## src/rtl/chsp_pkg.sv

```systemverilog
`default_nettype none
package chsp_pkg;
   localparam int unsigned DefMaxVertices = 64;
   localparam int unsigned DefFracBits = 16;
   localparam int unsigned ValueWidth = 32;
   localparam int unsigned SizeWidth = 31;
   localparam int unsigned CountWidth = 7;
   localparam int unsigned ProdWidth = 2 * ValueWidth;
   localparam int unsigned AccWidth = ProdWidth + 2;

   typedef enum logic [1:0] {
      KIND_CLEAR  = 2'd0,
      KIND_APPEND = 2'd1,
      KIND_LOAD   = 2'd2,
      KIND_QUERY  = 2'd3
   } kind_type;

   typedef enum logic [2:0] {
      ST_IDLE,
      ST_ROT,
      ST_SCAN,
      ST_FETCH,
      ST_XFORM,
      ST_DONE
   } state_type;

   // multiply-accumulate control from sequencer to datapath
   typedef struct packed {
      logic       clear;
      logic       accumulate;
   } mac_ctrl_type;

   function automatic logic signed [ValueWidth-1:0] sat32(
      input logic signed [AccWidth-1:0] x
   );
      logic signed [AccWidth-1:0] hi;
      logic signed [AccWidth-1:0] lo;
      begin
         hi = AccWidth'($signed({1'b0, {(ValueWidth-1){1'b1}}}));
         lo = -hi - AccWidth'(1);
         if (x > hi) sat32 = {1'b0, {(ValueWidth-1){1'b1}}};
         else if (x < lo) sat32 = {1'b1, {(ValueWidth-1){1'b0}}};
         else sat32 = x[ValueWidth-1:0];
      end
   endfunction
endpackage
`default_nettype wire

```

## src/rtl/chsp_mac.sv

```systemverilog
`default_nettype none
// Shared multiply-accumulate: one 32x32 product per cycle, registered, then summed.
module chsp_mac (
   input  wire                                      clock,
   input  chsp_pkg::mac_ctrl_type                   ctrl,
   input  wire logic signed [chsp_pkg::ValueWidth-1:0] op_a,
   input  wire logic signed [chsp_pkg::ValueWidth-1:0] op_b,
   output logic signed [chsp_pkg::AccWidth-1:0]     acc
);
   import chsp_pkg::*;
   logic signed [ProdWidth-1:0] prod_ff;
   logic signed [AccWidth-1:0]  acc_ff;
   logic signed [AccWidth-1:0]  acc_in;
   // ctrl applies to the product registered in the previous cycle
   always_comb begin
      acc_in = acc_ff;
      if (ctrl.clear) acc_in = '0;
      else if (ctrl.accumulate) acc_in = acc_ff + AccWidth'(prod_ff);
   end
   always_ff @(posedge clock) begin
      prod_ff <= op_a * op_b;
      acc_ff  <= acc_in;
   end
   assign acc = acc_ff;
endmodule
`default_nettype wire

```

## config.mk

```make
export PLATFORM = sky130hd
export DESIGN_NAME = chsp_mac
export DESIGN_NICKNAME = d
export VERILOG_FILES = /design/src/rtl/chsp_pkg.sv /design/src/rtl/chsp_mac.sv
export SDC_FILE = /design/constraint.sdc
export NUM_CORES = 2
export LEC_CHECK = 0
export BUFFER_PORTS_ARGS = -buffer_cell sky130_fd_sc_hd__buf_2
export CORE_AREA = 2 2 333 335
export CTS_CLUSTER_DIAMETER = 50
export CTS_CLUSTER_SIZE = 14
export DETAILED_ROUTE_END_ITERATION = 10
export DIE_AREA = 0 0 335 337
export GPL_ROUTABILITY_DRIVEN = 0
export HOLD_SLACK_MARGIN = 0.15
export SYNTH_ARGS = -nofsm -noshare
export SYNTH_HDL_FRONTEND = slang
export SYNTH_SLANG_ARGS = --single-unit
```

## constraint.sdc

```tcl
create_clock -name clock -period 26.1 [get_ports clock]
set_clock_uncertainty 0.1 [all_clocks]
set_input_delay 3.915 -clock clock [delete_from_list [all_inputs] [get_ports clock]]
set_output_delay 3.915 -clock clock [all_outputs]
set_load 0.05 [all_outputs]
```

**Yosys cells after proc, flatten, opt, wreduce, memory -nomap -nowiden**

Index checks and enable logic that the tools add are counted.

- Multipliers: 1
- Add/subtract/negate cells: 1

Operators with widths:

| kind | count |
|---|---|
| $add A66 B64 Y66 | 1 |
| $mul A32 B32 Y64 | 1 |

- Bits of input ports: 67
- Word-level logic and storage cells: 4
- Register bits: 130
- Output and inout port bits: 66

**Logic depth before layout (Yosys ltp)**

- Depth after elaboration: 1
- Depth in mapped cells: 29
- Depth with buffers taken out: 28

**Least setup slack after synthesis**

OpenSTA, ideal clock, no wires.

- Path type: input -> register
- Start point: input op_a[31] (netlist name)
- End point: register prod_ff[63]
- Data arrival time: 11,035 ps
- Setup time: 72 ps
- Required time: 25,928 ps
- Cell stages on the path: 26
- Slack: 14,893 ps
- Cells stage by stage: clkbuf_1 -> nand2_1 -> inv_1 -> fa_1 -> fa_1 -> inv_1 -> fa_1 -> inv_1 -> fa_1 -> inv_1 -> fa_1 -> inv_1 -> fa_1 -> fa_1 -> inv_1 -> fa_1 -> inv_1 -> ha_1 -> a21o_1 -> a21o_1 -> a21oi_1 -> o21ai_2 -> o31a_1 -> a311o_1 -> a21oi_1 -> xnor2_1

- Word-level cells in the longest chain between the ends: 1

Ends and longest elaborated chain:

| element | line | source |
|---|---|---|
| start: declaration | chsp_mac.sv:6 | `input wire logic signed [chsp_pkg::ValueWidth-1:0] op_a,` |
| $mul A32 B32 Y64 | chsp_mac.sv:21 | `prod_ff <= op_a * op_b;` |
| end signal: assignment | chsp_mac.sv:21 |  |
| end: declaration | chsp_mac.sv:11 | `logic signed [ProdWidth-1:0] prod_ff;` |

No other way between the ends.
A chain may end at the register's enable or synchronous reset.

**Final worst setup path**

- Start point: input op_a[15] (netlist name)
- End point: register prod_ff[62]

Same word-level chain as after synthesis.

==> flow_summary_export.csv <==
group,metric,value,unit
yosys,synth-seq-area-share,0.06001,
worst_setup_path,cp-start-kind,"primary input",
floorplan,num_io_pins,133,
sta,max_freq,81.98,MHz
worst_setup_path,critPathCaptureType,"flop",
yosys,ys_ff_latch,130,
cts,cts_tree,"yes",
flow_run,drv_cap,0,
sta,finalHoldViolCount,0,
cts,clk_pin_slew,0.07,ns
yosys,yosysMostFrequentCell,"fa_1",
grt,grt_overflow,0,
drt,wl_met1,45830,um
worst_setup_path,crit_path_max_fanout,32,
yosys,synth.cell_area,0.04337,mm^2
final_layout,n_fill_cell,10990,
drt,top_layer_used,"met5",
place,port_buffers,132,
yosys,synth_area_leaders,"fa_1 50%, inv_1 9.0%, and2_1 7.4%",
final_layout,drive_above_1_share,0.04433,
worst_setup_path,worstPathRequired,26.33,ns
cts,cts.sinks,130,
sta,rsz0062_at_grt,"no",
final_layout,syn2layout_area_growth,5.127,%
yosys,ys_top_cells_by_count,"1083 x fa_1, 1038 x inv_1, 578 x nand2_1, 513 x and2_1, 249 x ha_1",
grt,grt_pass1_vias,34180,
sta,min_period,12.20,ns
drt,drtAntennaViolNets,0,
floorplan,start_util,0.3957,
yosys,syn_avg_cell_area,9.159,um^2
cts,cts_max_path_buffers,2,
status,outcome,"complete, no violations",
floorplan,die_y,337,um
sta,worst_slew_pin_slew,1.102,ns
cts,htree_num_levels,4,
cts,clock_latency,0.45,ns
floorplan,fp.coreArea,0.1096,mm^2
worst_setup_path,critPathArrivalTime,12.43,ns
yosys,yosys.area.top_type,"fa_1",
grt,grt_max_degree,63,
cts,cts-root-buf,"clkbuf_16",
floorplan,die_w,335,um
yosys,synth_ff_type,"dfxtp_1",
grt,grtUsageTotal,0.2169,
drt,routedWlPerCell,19.34,um
drt,first_pass_iters,6,
cts,hold_buffers,0,
drt,wirelength,117900,um
sta,final-max-slew-violation-count,0,
floorplan,dieArea,0.1129,mm^2
place,dp_hpwl,95840,um
yosys,syn_nets,6134,
drt,met3WireLength,4965,um
yosys,synth_cell_types,74,
yosys,synth_warnings,0,
sta,setup_viol,0,
drt,drc,0,
cts,cts_setup_buffers,0,
yosys,async_flop_share,0,
final_layout,finalNetCount,6056,
grt,antenna_found_initial,9,
yosys,synth_cells,4735,
worst_setup_path,setup.worst_path.class,"primary input to flop",
sta,slew_headroom,0.2558,
min_path,hold_class,"flop to flop",
grt,grt_pass1_wl,190300,um
drt,via_per_inst,5.113,
cts,cts_buffers,17,
yosys,yosys.area.top_type_share,0.4999,
sta,setup_tns,0,ns
drt,num_vias,31170,
yosys,synth_edf_count,0,
cts,cts.repair.resized,0,
drt,dr_wl_met2,63020,um
sta,timing.final.crit_share,0.4674,
floorplan,placementRows,122,
drt,drtIter0Drc,1511,
==> layout make-up <==
class	count	area (um^2)	share of cell area
flip-flops and latches	130	2603	0.05708
well taps	1426	1784	0.03913
clock buffers	17	425.4	0.009331
repair buffers	147	773.2	0.01696
clock inverters	15	157.7	0.003458
multi-input cells	3321	35940	0.7884
diodes	1	2.502	0.00005489
inverters	1040	3904	0.08562
==> per-stage QoR <==
stage               hold WS [ns]  utilization  area [um^2]  cells  worst slack (ns)
floorplan                 0.4510            -        43370   4735             14.89
global placement          0.3730       0.4106        45010   6064             13.54
detailed placement        0.3758       0.4106        45010   6064             13.46
CTS                       0.3853       0.4160        45590   6096             13.91
global route              0.4178       0.4160        45590   6096             13.49
finish                    0.3883       0.4160        45590   6097             13.90
==> state kept, by name (all words and copies together), names as in the netlist <==
signal	count
prod_ff	64
acc	66
==> cell families (layout without fill, tap and decap cells) <==
logic type,Yosys count,count (layout),share of synthesized area
fa+ha+maj,1332,1332,0.5718
other cells,0,1,0
mux,31,31,0.007155
simple gates,1384,1384,0.1583
buf+inv,1284,1219,0.1112
compound gates,444,444,0.06532
xor+xnor,130,130,0.02625
flops,130,130,0.06001
==> cell usage in the layout, fill, tap and decap left out, types with 12 or more instances in the layout <==
master / netlist / final
nor2_1: 134 / 134
nor3_1: 14 / 14
o21ai_0: 72 / 72
buf_4: 0 / 15
nand2_1: 578 / 578
a31oi_1: 19 / 19
clkbuf_16: 0 / 17
buf_2: 3 / 132
inv_1: 1038 / 1038
ha_1: 249 / 249
nand3_1: 26 / 26
xnor2_1: 84 / 84
a21oi_1: 157 / 157
o211ai_1: 12 / 12
a21o_1: 63 / 63
and3_1: 19 / 19
and2_1: 513 / 513
dfxtp_1: 130 / 130
mux2i_1: 31 / 31
xor2_1: 46 / 46
o21bai_1: 25 / 25
nand4_1: 32 / 32
nand2b_1: 28 / 28
fa_1: 1083 / 1083
==> per-layer routing <==
layer | global-route usage | up-vias
li1 | - | 13880
met5 | 0 | -
met1 | 0.2603 | 16350
met2 | 0.4028 | 735
met4 | 0.06908 | 10
met3 | 0.02577 | 189
==> critical path, stage by stage <==
cell,delay (ns)
buf_2,0.71
nand2_1,0.19
fa_1,0.55
fa_1,0.56
fa_1,0.59
fa_1,0.45
fa_1,0.55
inv_1,0.05
fa_1,0.45
fa_1,0.61
fa_1,0.49
ha_1,0.43
inv_1,0.11
nor3_1,0.30
nand4b_1,0.21
or4_1,0.49
or3b_4,0.29
o21a_1,0.18
a221o_1,0.37
a31oi_4,0.20
o311ai_1,0.32
a21oi_1,0.12
xnor2_1,0.29
==> worst paths after layout <==
kind	slack, ns	cells after the start	start	to
setup / recovery	13.90	23	op_a[15]	prod_ff[62]
setup reg to reg	22.09	12	acc[12]	acc[65]
hold reg to reg	0.39	2	acc[5]	acc[5]
hold / removal	0.39	2	acc[5]	acc[5]
Power is not shown: default switching activity piles up to over one toggle a cycle in this logic, so the estimate is an artifact.
